--- config.mk ---
export PLATFORM = sky130hd
export DESIGN_NAME = starfield_projection_engine_top
export DESIGN_NICKNAME = d
export VERILOG_FILES = /design/src/sv/spe_pkg.sv /design/src/sv/spe_ram.sv /design/src/sv/spe_div_pipe.sv /design/src/sv/spe_project.sv /design/src/sv/starfield_projection_engine_top.sv
export SDC_FILE = /design/constraint.sdc
export NUM_CORES = 2
export LEC_CHECK = 0
export BUFFER_PORTS_ARGS = -buffer_cell sky130_fd_sc_hd__buf_2
export CAP_MARGIN = 0
export CORE_MARGIN = 1.5
export CORE_UTILIZATION = 33
export DETAILED_ROUTE_END_ITERATION = 7
export GPL_TIMING_DRIVEN = 0
export SLEW_MARGIN = 15
export SYNTH_ARGS = -nofsm -noshare
export SYNTH_HDL_FRONTEND = slang
export SYNTH_SLANG_ARGS = --single-unit
--- constraint.sdc ---
create_clock -name i_clk -period 16.4 [get_ports i_clk]
set_input_delay 0.82 -clock i_clk [delete_from_list [all_inputs] [get_ports i_clk]]
set_output_delay 0.82 -clock i_clk [all_outputs]
set_load 0.03 [all_outputs]
--- src/sv/spe_pkg.sv ---
`timescale 1ns / 1ps
// ============================================================================
// spe_pkg
// Shared types, constants and the divider step for the starfield engine.
// ============================================================================
package spe_pkg;

    // Field widths
    localparam int IDX_W    = 7;
    localparam int COORD_W  = 8;
    localparam int DEPTH_W  = 7;
    localparam int PIX_W    = 8;
    localparam int SCALE_W  = 8;
    localparam int SHADE_W  = 4;
    localparam int PROD_W   = COORD_W + SCALE_W;

    // Divider shape: quotient bits resolved per stage, number of stages
    localparam int DIV_STEPS  = 3;
    localparam int DIV_STAGES = 5;
    localparam int QUO_W      = DIV_STEPS * DIV_STAGES;

    // Items in flight: two front stages, the divider stages, the output register
    localparam int PIPE_CAP = DIV_STAGES + 3;

    // Shade mapping
    localparam logic [SHADE_W-1:0] SHADE_TOP   = 4'd15;
    localparam logic [SHADE_W-1:0] SHADE_FLOOR = 4'd8;
    localparam int                 SHADE_SHIFT = 3;

    // Register reset values
    localparam logic [PIX_W-1:0]    RST_SCREEN_WIDTH  = 8'd160;
    localparam logic [PIX_W-1:0]    RST_SCREEN_HEIGHT = 8'd102;
    localparam logic [SCALE_W-1:0]  RST_FOCAL_SCALE   = 8'd50;
    localparam logic [DEPTH_W-1:0]  RST_FAR_DEPTH     = 7'd64;

    typedef enum logic {
        OP_INIT    = 1'b0,
        OP_ADVANCE = 1'b1
    } t_opcode;

    typedef enum logic [1:0] {
        REG_SCREEN_WIDTH  = 2'd0,
        REG_SCREEN_HEIGHT = 2'd1,
        REG_FOCAL_SCALE   = 2'd2,
        REG_FAR_DEPTH     = 2'd3
    } t_reg_idx;

    typedef struct packed {
        t_opcode                    opcode;
        logic [IDX_W-1:0]           star_index;
        logic signed [COORD_W-1:0]  new_x;
        logic signed [COORD_W-1:0]  new_y;
        logic [DEPTH_W-1:0]         new_depth;
    } t_item;

    typedef struct packed {
        logic                   pixel_valid;
        logic [PIX_W-1:0]       pixel_x;
        logic [PIX_W-1:0]       pixel_y;
        logic [SHADE_W-1:0]     shade;
        logic                   star_recycled;
    } t_res;

    typedef struct packed {
        logic [PIX_W-1:0]    screen_width;
        logic [PIX_W-1:0]    screen_height;
        logic [SCALE_W-1:0]  focal_scale;
        logic [DEPTH_W-1:0]  far_depth;
    } t_cfg;

    // Per-item control that travels beside the divider lanes
    typedef struct packed {
        t_opcode             op;
        logic                wr;
        logic [IDX_W-1:0]    index;
        logic [COORD_W-1:0]  new_x;
        logic [COORD_W-1:0]  new_y;
        logic [DEPTH_W-1:0]  new_depth;
        logic [DEPTH_W-1:0]  zd;
        logic                zero;
        logic                sx;
        logic                sy;
    } t_side;

    // One divider lane: dividend bits shift out at the top, quotient bits in
    typedef struct packed {
        logic [QUO_W-1:0]   work;
        logic [DEPTH_W-1:0] rem;
    } t_dlane;

    // Store write-back request
    typedef struct packed {
        logic                we_xy;
        logic                we_z;
        logic [IDX_W-1:0]    index;
        logic [COORD_W-1:0]  x;
        logic [COORD_W-1:0]  y;
        logic [DEPTH_W-1:0]  depth;
    } t_wr;

    // Resolve DIV_STEPS quotient bits of a restoring division
    function automatic t_dlane div_steps(input t_dlane d, input logic [DEPTH_W-1:0] z);
        t_dlane           r;
        logic [DEPTH_W:0] trial;
        r = d;
        for (int k = 0; k < DIV_STEPS; k++) begin
            trial = {r.rem, r.work[QUO_W-1]};
            if (trial >= {1'b0, z}) begin
                r.rem  = DEPTH_W'(trial - {1'b0, z});
                r.work = {r.work[QUO_W-2:0], 1'b1};
            end else begin
                r.rem  = trial[DEPTH_W-1:0];
                r.work = {r.work[QUO_W-2:0], 1'b0};
            end
        end
        return r;
    endfunction

endpackage

--- src/sv/spe_ram.sv ---
`timescale 1ns / 1ps
// ============================================================================
// spe_ram
// Generic single-write, single-read RAM with registered read data.
// ============================================================================
module spe_ram #(
    parameter int  WIDTH = 8,
    parameter int  DEPTH = 128,
    localparam int AW    = (DEPTH > 1) ? $clog2(DEPTH) : 1
) (
    input  logic             i_clk,
    input  logic             i_we,
    input  logic [AW-1:0]    i_waddr,
    input  logic [WIDTH-1:0] i_wdata,
    input  logic             i_re,
    input  logic [AW-1:0]    i_raddr,
    output logic [WIDTH-1:0] o_rdata
);

    logic [WIDTH-1:0] r_mem [DEPTH];
    logic [WIDTH-1:0] r_rdata;

    // Write port
    always_ff @(posedge i_clk) begin
        if (i_we) begin
            r_mem[i_waddr] <= i_wdata;
        end
    end

    // Registered read, held while not enabled
    always_ff @(posedge i_clk) begin
        if (i_re) begin
            r_rdata <= r_mem[i_raddr];
        end
    end

    assign o_rdata = r_rdata;

endmodule

--- src/sv/spe_div_pipe.sv ---
`timescale 1ns / 1ps
// ============================================================================
// spe_div_pipe
// Pipelined restoring divider, two lanes (x and y) sharing one divisor.
// ============================================================================
module spe_div_pipe (
    input  logic                    i_clk,
    input  logic                    i_rst_n,
    input  logic                    i_valid,
    output logic                    o_ready,
    input  spe_pkg::t_side          i_side,
    input  spe_pkg::t_dlane         i_lx,
    input  spe_pkg::t_dlane         i_ly,
    input  logic [spe_pkg::IDX_W-1:0] i_probe,
    output logic                    o_hit,
    output logic                    o_valid,
    input  logic                    i_ready,
    output spe_pkg::t_side          o_side,
    output logic [spe_pkg::QUO_W-1:0] o_qx,
    output logic [spe_pkg::QUO_W-1:0] o_qy
);
    import spe_pkg::*;

    logic   r_v    [DIV_STAGES];
    t_side  r_side [DIV_STAGES];
    t_dlane r_lx   [DIV_STAGES];
    t_dlane r_ly   [DIV_STAGES];

    logic   en     [DIV_STAGES];
    logic   src_v  [DIV_STAGES];
    t_side  src_s  [DIV_STAGES];
    t_dlane src_x  [DIV_STAGES];
    t_dlane src_y  [DIV_STAGES];

    // Stage enables: a stage loads when empty or when its beat moves on
    always_comb begin
        en[DIV_STAGES-1] = !r_v[DIV_STAGES-1] || i_ready;
        for (int k = DIV_STAGES - 2; k >= 0; k--) begin
            en[k] = !r_v[k] || en[k+1];
        end
    end

    // Stage sources
    always_comb begin
        for (int k = 0; k < DIV_STAGES; k++) begin
            if (k == 0) begin
                src_v[k] = i_valid;
                src_s[k] = i_side;
                src_x[k] = div_steps(i_lx, i_side.zd);
                src_y[k] = div_steps(i_ly, i_side.zd);
            end else begin
                src_v[k] = r_v[k-1];
                src_s[k] = r_side[k-1];
                src_x[k] = div_steps(r_lx[k-1], r_side[k-1].zd);
                src_y[k] = div_steps(r_ly[k-1], r_side[k-1].zd);
            end
        end
    end

    // Advance valid bits
    always_ff @(posedge i_clk) begin
        if (!i_rst_n) begin
            for (int k = 0; k < DIV_STAGES; k++) begin
                r_v[k] <= 1'b0;
            end
        end else begin
            for (int k = 0; k < DIV_STAGES; k++) begin
                if (en[k]) begin
                    r_v[k] <= src_v[k];
                end
            end
        end
    end

    // Advance payload
    always_ff @(posedge i_clk) begin
        for (int k = 0; k < DIV_STAGES; k++) begin
            if (en[k]) begin
                r_side[k] <= src_s[k];
                r_lx[k]   <= src_x[k];
                r_ly[k]   <= src_y[k];
            end
        end
    end

    // Flag a pending store write to the probed star
    always_comb begin
        o_hit = 1'b0;
        for (int k = 0; k < DIV_STAGES; k++) begin
            if (r_v[k] && r_side[k].wr && (r_side[k].index == i_probe)) begin
                o_hit = 1'b1;
            end
        end
    end

    assign o_ready = en[0];
    assign o_valid = r_v[DIV_STAGES-1];
    assign o_side  = r_side[DIV_STAGES-1];
    assign o_qx    = r_lx[DIV_STAGES-1].work;
    assign o_qy    = r_ly[DIV_STAGES-1].work;

endmodule

--- src/sv/spe_project.sv ---
`timescale 1ns / 1ps
// ============================================================================
// spe_project
// Final stage: sign and center the quotients, test the screen bounds,
// pick the shade, issue the store write-back and hold the result beat.
// ============================================================================
module spe_project (
    input  logic                       i_clk,
    input  logic                       i_rst_n,
    input  logic                       i_valid,
    output logic                       o_ready,
    input  spe_pkg::t_side             i_side,
    input  logic [spe_pkg::QUO_W-1:0]  i_qx,
    input  logic [spe_pkg::QUO_W-1:0]  i_qy,
    input  spe_pkg::t_cfg              i_cfg,
    output spe_pkg::t_wr               o_wr,
    output logic                       o_res_valid,
    input  logic                       i_res_ready,
    output spe_pkg::t_res              o_res
);
    import spe_pkg::*;

    localparam int PW  = QUO_W + 2;
    localparam int SHW = DEPTH_W - SHADE_SHIFT;

    logic                    r_valid;
    t_res                    r_res;
    t_res                    n_res;

    logic signed [PW-1:0]    qx_s;
    logic signed [PW-1:0]    qy_s;
    logic signed [PW-1:0]    px_s;
    logic signed [PW-1:0]    py_s;
    logic signed [PW-1:0]    w_s;
    logic signed [PW-1:0]    h_s;
    logic                    off;
    logic                    recycle;
    logic [SHW-1:0]          sh;
    logic [SHADE_W-1:0]      shade;
    logic                    fire;

    assign o_ready = !r_valid || i_res_ready;
    assign fire    = i_valid && o_ready && i_side.wr;

    // Project and test bounds
    always_comb begin
        qx_s = $signed({2'b00, i_qx});
        qy_s = $signed({2'b00, i_qy});
        if (i_side.sx) begin
            qx_s = -qx_s;
        end
        if (i_side.sy) begin
            qy_s = -qy_s;
        end
        w_s  = $signed({{(PW-PIX_W){1'b0}}, i_cfg.screen_width});
        h_s  = $signed({{(PW-PIX_W){1'b0}}, i_cfg.screen_height});
        px_s = qx_s + $signed({{(PW-PIX_W+1){1'b0}}, i_cfg.screen_width[PIX_W-1:1]});
        py_s = qy_s + $signed({{(PW-PIX_W+1){1'b0}}, i_cfg.screen_height[PIX_W-1:1]});
        off  = (px_s < 0) || (px_s >= w_s) || (py_s < 0) || (py_s >= h_s);
        recycle = i_side.zero || off;
    end

    // Shade: brighter when nearer, floored
    always_comb begin
        sh = i_side.zd[DEPTH_W-1:SHADE_SHIFT];
        if (SHADE_W'(sh) > (SHADE_TOP - SHADE_FLOOR)) begin
            shade = SHADE_FLOOR;
        end else begin
            shade = SHADE_TOP - SHADE_W'(sh);
        end
    end

    // Result and write-back
    always_comb begin
        n_res          = '0;
        n_res.shade    = SHADE_FLOOR;
        o_wr.we_xy     = 1'b0;
        o_wr.we_z      = 1'b0;
        o_wr.index     = i_side.index;
        o_wr.x         = i_side.new_x;
        o_wr.y         = i_side.new_y;
        o_wr.depth     = i_side.new_depth;
        if (i_side.wr) begin
            if (i_side.op == OP_INIT) begin
                o_wr.we_xy = fire;
                o_wr.we_z  = fire;
            end else if (recycle) begin
                o_wr.we_xy          = fire;
                o_wr.we_z           = fire;
                o_wr.depth          = i_cfg.far_depth;
                n_res.star_recycled = 1'b1;
            end else begin
                o_wr.we_z         = fire;
                o_wr.depth        = i_side.zd;
                n_res.pixel_valid = 1'b1;
                n_res.pixel_x     = px_s[PIX_W-1:0];
                n_res.pixel_y     = py_s[PIX_W-1:0];
                n_res.shade       = shade;
            end
        end
    end

    // Output register: hold while stalled
    always_ff @(posedge i_clk) begin
        if (!i_rst_n) begin
            r_valid <= 1'b0;
        end else if (o_ready) begin
            r_valid <= i_valid;
        end
    end

    always_ff @(posedge i_clk) begin
        if (o_ready && i_valid) begin
            r_res <= n_res;
        end
    end

    assign o_res_valid = r_valid;
    assign o_res       = r_res;

endmodule

--- src/sv/starfield_projection_engine_top.sv ---
`timescale 1ns / 1ps
// ============================================================================
// starfield_projection_engine_top
// Perspective starfield: per-star store, depth step, projection through a
// pipelined divider, bounds test and recycle to the far plane.
// ============================================================================
//
//  Channel   Direction  Handshake                     Beat
//  item      in         i_item_valid / o_item_ready   spe_pkg::t_item
//  result    out        o_res_valid  / i_res_ready    spe_pkg::t_res
//  config    in         psel/penable/pwrite/pready    4 regs at byte 0,4,8,12
//
//  One item enters per cycle unless a result stall or a hazard holds it.
//  The read register loads at the accepting edge, then the item passes the
//  multiply stage, 5 divider stages of 3 quotient bits each and the output
//  register. An item for a star still in flight waits until that star has
//  written back; the single store write port at the last stage sets this.
//  Reset is synchronous; it clears valid bits and loads the register defaults.
//  Star stores are not cleared. A stall on the result side backs up stage by
//  stage and fills bubbles first.
//
module starfield_projection_engine_top #(
    parameter int STAR_COUNT = 128
) (
    input  logic            i_clk,
    input  logic            i_rst_n,
    input  logic            i_item_valid,
    output logic            o_item_ready,
    input  spe_pkg::t_item  i_item,
    output logic            o_res_valid,
    input  logic            i_res_ready,
    output spe_pkg::t_res   o_res,
    input  logic            psel,
    input  logic            penable,
    input  logic            pwrite,
    input  logic [3:0]      paddr,
    input  logic [31:0]     pwdata,
    output logic [31:0]     prdata,
    output logic            pready
);
    import spe_pkg::*;

    localparam int AW = (STAR_COUNT > 1) ? $clog2(STAR_COUNT) : 1;

    // Configuration registers
    t_cfg                r_cfg;

    // Stage A: store read
    logic                r_a_valid;
    t_item               r_a_item;
    logic                r_a_wr;

    // Stage M: products into the divider
    logic                r_m_valid;
    t_side               r_m_side;
    t_dlane              r_m_lx;
    t_dlane              r_m_ly;
    t_side               n_m_side;
    t_dlane              n_m_lx;
    t_dlane              n_m_ly;

    logic                en_a;
    logic                en_m;
    logic                accept;
    logic                hazard;
    logic                in_range;
    logic                div_ready;
    logic                div_hit;
    logic                div_valid;
    t_side               div_side;
    logic [QUO_W-1:0]    div_qx;
    logic [QUO_W-1:0]    div_qy;
    logic                prj_ready;
    t_wr                 wr;

    logic [AW+IDX_W-1:0] raddr_ext;
    logic [AW+IDX_W-1:0] waddr_ext;
    logic [AW-1:0]       raddr;
    logic [AW-1:0]       waddr;
    logic [COORD_W-1:0]  rd_x;
    logic [COORD_W-1:0]  rd_y;
    logic [DEPTH_W-1:0]  rd_z;
    logic [COORD_W-1:0]  ax;
    logic [COORD_W-1:0]  ay;
    logic [PROD_W-1:0]   prod_x;
    logic [PROD_W-1:0]   prod_y;
    logic [DEPTH_W-1:0]  zd;

    // Configuration port: writes and reads
    assign pready = 1'b1;

    always_ff @(posedge i_clk) begin
        if (!i_rst_n) begin
            r_cfg.screen_width  <= RST_SCREEN_WIDTH;
            r_cfg.screen_height <= RST_SCREEN_HEIGHT;
            r_cfg.focal_scale   <= RST_FOCAL_SCALE;
            r_cfg.far_depth     <= RST_FAR_DEPTH;
        end else if (psel && penable && pwrite && pready) begin
            unique case (t_reg_idx'(paddr[3:2]))
                REG_SCREEN_WIDTH:  r_cfg.screen_width  <= pwdata[PIX_W-1:0];
                REG_SCREEN_HEIGHT: r_cfg.screen_height <= pwdata[PIX_W-1:0];
                REG_FOCAL_SCALE:   r_cfg.focal_scale   <= pwdata[SCALE_W-1:0];
                REG_FAR_DEPTH:     r_cfg.far_depth     <= pwdata[DEPTH_W-1:0];
            endcase
        end
    end

    always_comb begin
        unique case (t_reg_idx'(paddr[3:2]))
            REG_SCREEN_WIDTH:  prdata = 32'(r_cfg.screen_width);
            REG_SCREEN_HEIGHT: prdata = 32'(r_cfg.screen_height);
            REG_FOCAL_SCALE:   prdata = 32'(r_cfg.focal_scale);
            REG_FAR_DEPTH:     prdata = 32'(r_cfg.far_depth);
        endcase
    end

    // Front enables and hazard interlock on pending writes to the same star
    assign en_m     = !r_m_valid || div_ready;
    assign en_a     = !r_a_valid || en_m;
    assign in_range = ({25'd0, i_item.star_index} < 32'(STAR_COUNT));
    assign hazard   = (r_a_valid && r_a_wr && (r_a_item.star_index == i_item.star_index))
                   || (r_m_valid && r_m_side.wr && (r_m_side.index == i_item.star_index))
                   || div_hit;
    assign o_item_ready = en_a && !hazard;
    assign accept       = i_item_valid && o_item_ready;

    // Store addresses
    assign raddr_ext = {{AW{1'b0}}, i_item.star_index};
    assign waddr_ext = {{AW{1'b0}}, wr.index};
    assign raddr     = raddr_ext[AW-1:0];
    assign waddr     = waddr_ext[AW-1:0];

    spe_ram #(.WIDTH(COORD_W), .DEPTH(STAR_COUNT)) u_ram_x (
        .i_clk   (i_clk),
        .i_we    (wr.we_xy),
        .i_waddr (waddr),
        .i_wdata (wr.x),
        .i_re    (en_a),
        .i_raddr (raddr),
        .o_rdata (rd_x)
    );

    spe_ram #(.WIDTH(COORD_W), .DEPTH(STAR_COUNT)) u_ram_y (
        .i_clk   (i_clk),
        .i_we    (wr.we_xy),
        .i_waddr (waddr),
        .i_wdata (wr.y),
        .i_re    (en_a),
        .i_raddr (raddr),
        .o_rdata (rd_y)
    );

    spe_ram #(.WIDTH(DEPTH_W), .DEPTH(STAR_COUNT)) u_ram_z (
        .i_clk   (i_clk),
        .i_we    (wr.we_z),
        .i_waddr (waddr),
        .i_wdata (wr.depth),
        .i_re    (en_a),
        .i_raddr (raddr),
        .o_rdata (rd_z)
    );

    // Stage A registers
    always_ff @(posedge i_clk) begin
        if (!i_rst_n) begin
            r_a_valid <= 1'b0;
        end else if (en_a) begin
            r_a_valid <= accept;
        end
    end

    always_ff @(posedge i_clk) begin
        if (en_a) begin
            r_a_item <= i_item;
            r_a_wr   <= in_range;
        end
    end

    // Step the depth, take magnitudes and scale
    always_comb begin
        zd     = (rd_z != '0) ? (rd_z - DEPTH_W'(1)) : '0;
        ax     = rd_x[COORD_W-1] ? (~rd_x + COORD_W'(1)) : rd_x;
        ay     = rd_y[COORD_W-1] ? (~rd_y + COORD_W'(1)) : rd_y;
        prod_x = PROD_W'(ax) * PROD_W'(r_cfg.focal_scale);
        prod_y = PROD_W'(ay) * PROD_W'(r_cfg.focal_scale);

        n_m_side.op        = r_a_item.opcode;
        n_m_side.wr        = r_a_wr;
        n_m_side.index     = r_a_item.star_index;
        n_m_side.new_x     = r_a_item.new_x;
        n_m_side.new_y     = r_a_item.new_y;
        n_m_side.new_depth = r_a_item.new_depth;
        n_m_side.zd        = zd;
        n_m_side.zero      = (zd == '0);
        n_m_side.sx        = rd_x[COORD_W-1];
        n_m_side.sy        = rd_y[COORD_W-1];

        n_m_lx.work = prod_x[QUO_W-1:0];
        n_m_lx.rem  = '0;
        n_m_ly.work = prod_y[QUO_W-1:0];
        n_m_ly.rem  = '0;
    end

    // Stage M registers
    always_ff @(posedge i_clk) begin
        if (!i_rst_n) begin
            r_m_valid <= 1'b0;
        end else if (en_m) begin
            r_m_valid <= r_a_valid;
        end
    end

    always_ff @(posedge i_clk) begin
        if (en_m) begin
            r_m_side <= n_m_side;
            r_m_lx   <= n_m_lx;
            r_m_ly   <= n_m_ly;
        end
    end

    spe_div_pipe u_div (
        .i_clk   (i_clk),
        .i_rst_n (i_rst_n),
        .i_valid (r_m_valid),
        .o_ready (div_ready),
        .i_side  (r_m_side),
        .i_lx    (r_m_lx),
        .i_ly    (r_m_ly),
        .i_probe (i_item.star_index),
        .o_hit   (div_hit),
        .o_valid (div_valid),
        .i_ready (prj_ready),
        .o_side  (div_side),
        .o_qx    (div_qx),
        .o_qy    (div_qy)
    );

    spe_project u_project (
        .i_clk       (i_clk),
        .i_rst_n     (i_rst_n),
        .i_valid     (div_valid),
        .o_ready     (prj_ready),
        .i_side      (div_side),
        .i_qx        (div_qx),
        .i_qy        (div_qy),
        .i_cfg       (r_cfg),
        .o_wr        (wr),
        .o_res_valid (o_res_valid),
        .i_res_ready (i_res_ready),
        .o_res       (o_res)
    );

endmodule

==> out/results.ini <==
[status]
outcome = complete, no violations

[synth]
synth_top_cell_by_area = edfxtp_1
yosys.area.top_type_share_pct = 71.1
synth_edf_count = 3507
ys_warn_count = 0
synth_cell_types = 76
synth.area.top_cells = edfxtp_1 71%, mux4_2 15%, ha_1 2.6%, fa_1 1.3%, xnor2_1 0.99%
yosysSeqAreaShare_pct = 71.6
netlist_instances = 7416
ys_seq_elements = 3541
syn_area_per_cell_um2 = 20.0
syn-cell-area_um2 = 148000
ys.flop_type = edfxtp_1
async_flop_share_pct = 0

[hold_path]
min-delay-start = i_item[18]
hold_class = input port to flop

[setup_path]
cpPeakStageDelay_ns = 0.62
path_class = flop to flop
cp_data_required_time_ns = 17.06
crit_path_end = u_div.r_lx[0][68]
reg2reg_to = u_div.r_lx[0][68]
r2r_start = u_div.r_side[0][88]
r2r_cells = 27
crit_start = u_div.r_side[0][88]
cp-end-kind = flop
r2r_slack_ns = 8.08
worstPathMaxFanout = 10
cp_data_arrival_time_ns = 8.98
start_kind = flop
slowest_stage = edfxtp_1
cpMostUsedCell = a21o_1

[global_route]
antenna_found_initial = 45
grt_pass1_wl_mm = 574
gr-total-overflow = 0
grt_pass1_vias = 77600
grt_max_degree = 71
grt_usage_pct = 17.7

[clock_network]
cts.clk_slew.worst_paths_ns = 0.06
postCtsSetupBuffers = 0
clock_sinks = 3541
cts_tree = built
cts_max_level = 5
ctsRootBufferMaster = clkbuf_16
cts_made_buffers = 367
cts-resized-gates = 0
ctsHoldBuffers = 0
clock_tree.buffer_depth = 4
insertion_delay_ns = 0.99

[placed_design]
port_buffers = 78
routabilityCongestion = 0.913
dp_hpwl_mm = 302
placed_area_um2 = 162000

[finish]
syn_to_final_growth_pct = 17.2
most-common-layout-cells = 3,507 x edfxtp_1, 973 x mux4_2, 376 x clkbuf_16, 306 x ha_1, 295 x inv_1
finish.net_count = 8734
n_fill_cell = 39500
final_common_cell = edfxtp_1
stdcell_area_um2 = 174000
layout-drive-gt1-share_pct = 27.1

[sta]
fmax_ghz = 0.120
worstMarginPinSlew_ns = 1.40
slew-limit-headroom_pct = 6.23
setup_violations = 0
rsz0062_at_grt = no
slew_viol_final = 0
hold_viol = 0
clock_skew_ns = 0.0815
finalCritPeriodShare_pct = 50.7
tns_ns = 0
period_needed_ns = 8.32

[pwr]
p_per_area_nw_per_um2 = 155
peakVddDrop_v = 0.000220
total_leakage_power_nw = 57.6

[routing]
drc = 0
dr.pass1.iters = 6
wl_per_cell_um = 28.0
ant_nets = 0
drt-vias-per-instance = 5.28
drt-initial-drc-count = 9262
vias = 76500
finalWirelength_mm = 406

[run]
timing.max_cap.violations = 0

[floorplanning]
die_x_um = 673
die_h_um = 673
die-area_um2 = 453000
io_pins = 131
core_um2 = 446000
start_util_pct = 33.2
num_rows = 245

[cell families (layout without fill, tap and decap cells)]
| logic type | after synthesis | after routing | synth area share (%) |
|---|---|---|---|
| XOR/XNOR | 233 | 233 | 1.38 |
| adder cells (fa/ha/maj) | 404 | 404 | 3.91 |
| buffers and inverters | 657 | 1767 | 1.76 |
| other | 2 | 43 | 0.00507 |
| multiplexers | 1166 | 1166 | 16.2 |
| AND/OR/NAND/NOR | 979 | 979 | 3.27 |
| AO/OA/AOI/OAI | 434 | 434 | 1.93 |
| flip-flops | 3541 | 3541 | 71.6 |
[per-stage QoR]
step / power (mW) / worst slack [ns] / hold slack [ns] / util (%) / std cells
global placement: 18.8 / 0.553 / 0.401 / 35.0 / 13400
detailed placement: 19.0 / 8.04 / 0.405 / 36.3 / 13800
global route: 28.3 / 7.40 / 0.0290 / 38.9 / 14500
CTS: 27.1 / 8.02 / 0.00196 / 38.9 / 14500
finish: 27.0 / 8.08 / 0.0728 / 38.9 / 14500
floorplan: 17.0 / 7.67 / 0.400 / - / 7440
[metal layers]
layer | GRT usage, % | up-vias | wire length [um]
li1 | - | 31700 | -
met1 | 23.4 | 40600 | 160000
met2 | 28.6 | 3421 | 192000
met3 | 3.40 | 755 | 34600
met4 | 7.43 | 14 | 19900
met5 | 0.0425 | - | 88
[synth_stat cells (32+ instances only)]
cell / instances
nand2b_1: 59
inv_1: 299
clkbuf_1: 245
nand4_1: 49
fa_1: 98
xnor2_1: 167
mux4_2: 973
xor2_1: 66
a21oi_1: 96
dfxtp_1: 34
and2_1: 72
mux2i_1: 83
buf_1: 65
nor3_1: 147
nand3_1: 34
ha_1: 306
nor2_1: 248
nand2_1: 209
nor2b_1: 91
mux2_2: 110
o21ai_0: 109
a21o_1: 71
buf_4: 32
edfxtp_1: 3507
[critical path: cells and delay by family (launching register included)]
family / cells / cell delay [ns]
AO/OA/AOI/OAI: 15 / 3.83
adder cells (fa/ha/maj): 3 / 1.17
buffers and inverters: 3 / 0.97
flip-flops: 1 / 0.62
multiplexers: 3 / 1.06
AND/OR/NAND/NOR: 3 / 0.40
[where the power goes]
group	leakage (nW)	switching, mW	internal, mW
Clock	5.60	3.49	4.63
Combinational	19.2	4.30	3.65
Sequential	32.9	0.242	10.6
[registers in the layout, indices dropped and copies added (netlist names), 15 cells and up]
name,cells
n_m_side,31
r_cfg,31
r_m_lx,15
r_m_ly,15
r_m_side,41
u_div.r_lx,103
u_div.r_ly,103
u_div.r_side,205
u_project.o_res,22
u_ram_x.r_mem,1024
u_ram_y.r_mem,1024
u_ram_z.r_mem,896
[worst min-delay path by stage]
stage,cells after the start,endpoint
2_1_floorplan,0,r_m_side[10]
3_3_place_gp,0,u_div.r_lx[0][10]
3_5_place_dp,0,u_div.r_lx[0][77]
4_1_cts,1,n_m_side[28]
5_1_grt,1,n_m_side[19]
6_report,1,n_m_side[28]
[cell type report]
class                   count  area [um2]  share of cell area [%]
diodes                     17        42.5                  0.0245
plain buffers             356        1560                   0.901
clock buffers             473        9790                    5.64
clock inverters           190        1770                    1.02
inverters                 301        1140                   0.658
multi-input cells        3242       40400                    23.3
flip-flops and latches   3541      106000                    61.1
well taps                5928        7420                    4.27
repair buffers            447        5410                    3.12
Note: power is estimated with default switching activity, not from simulation.
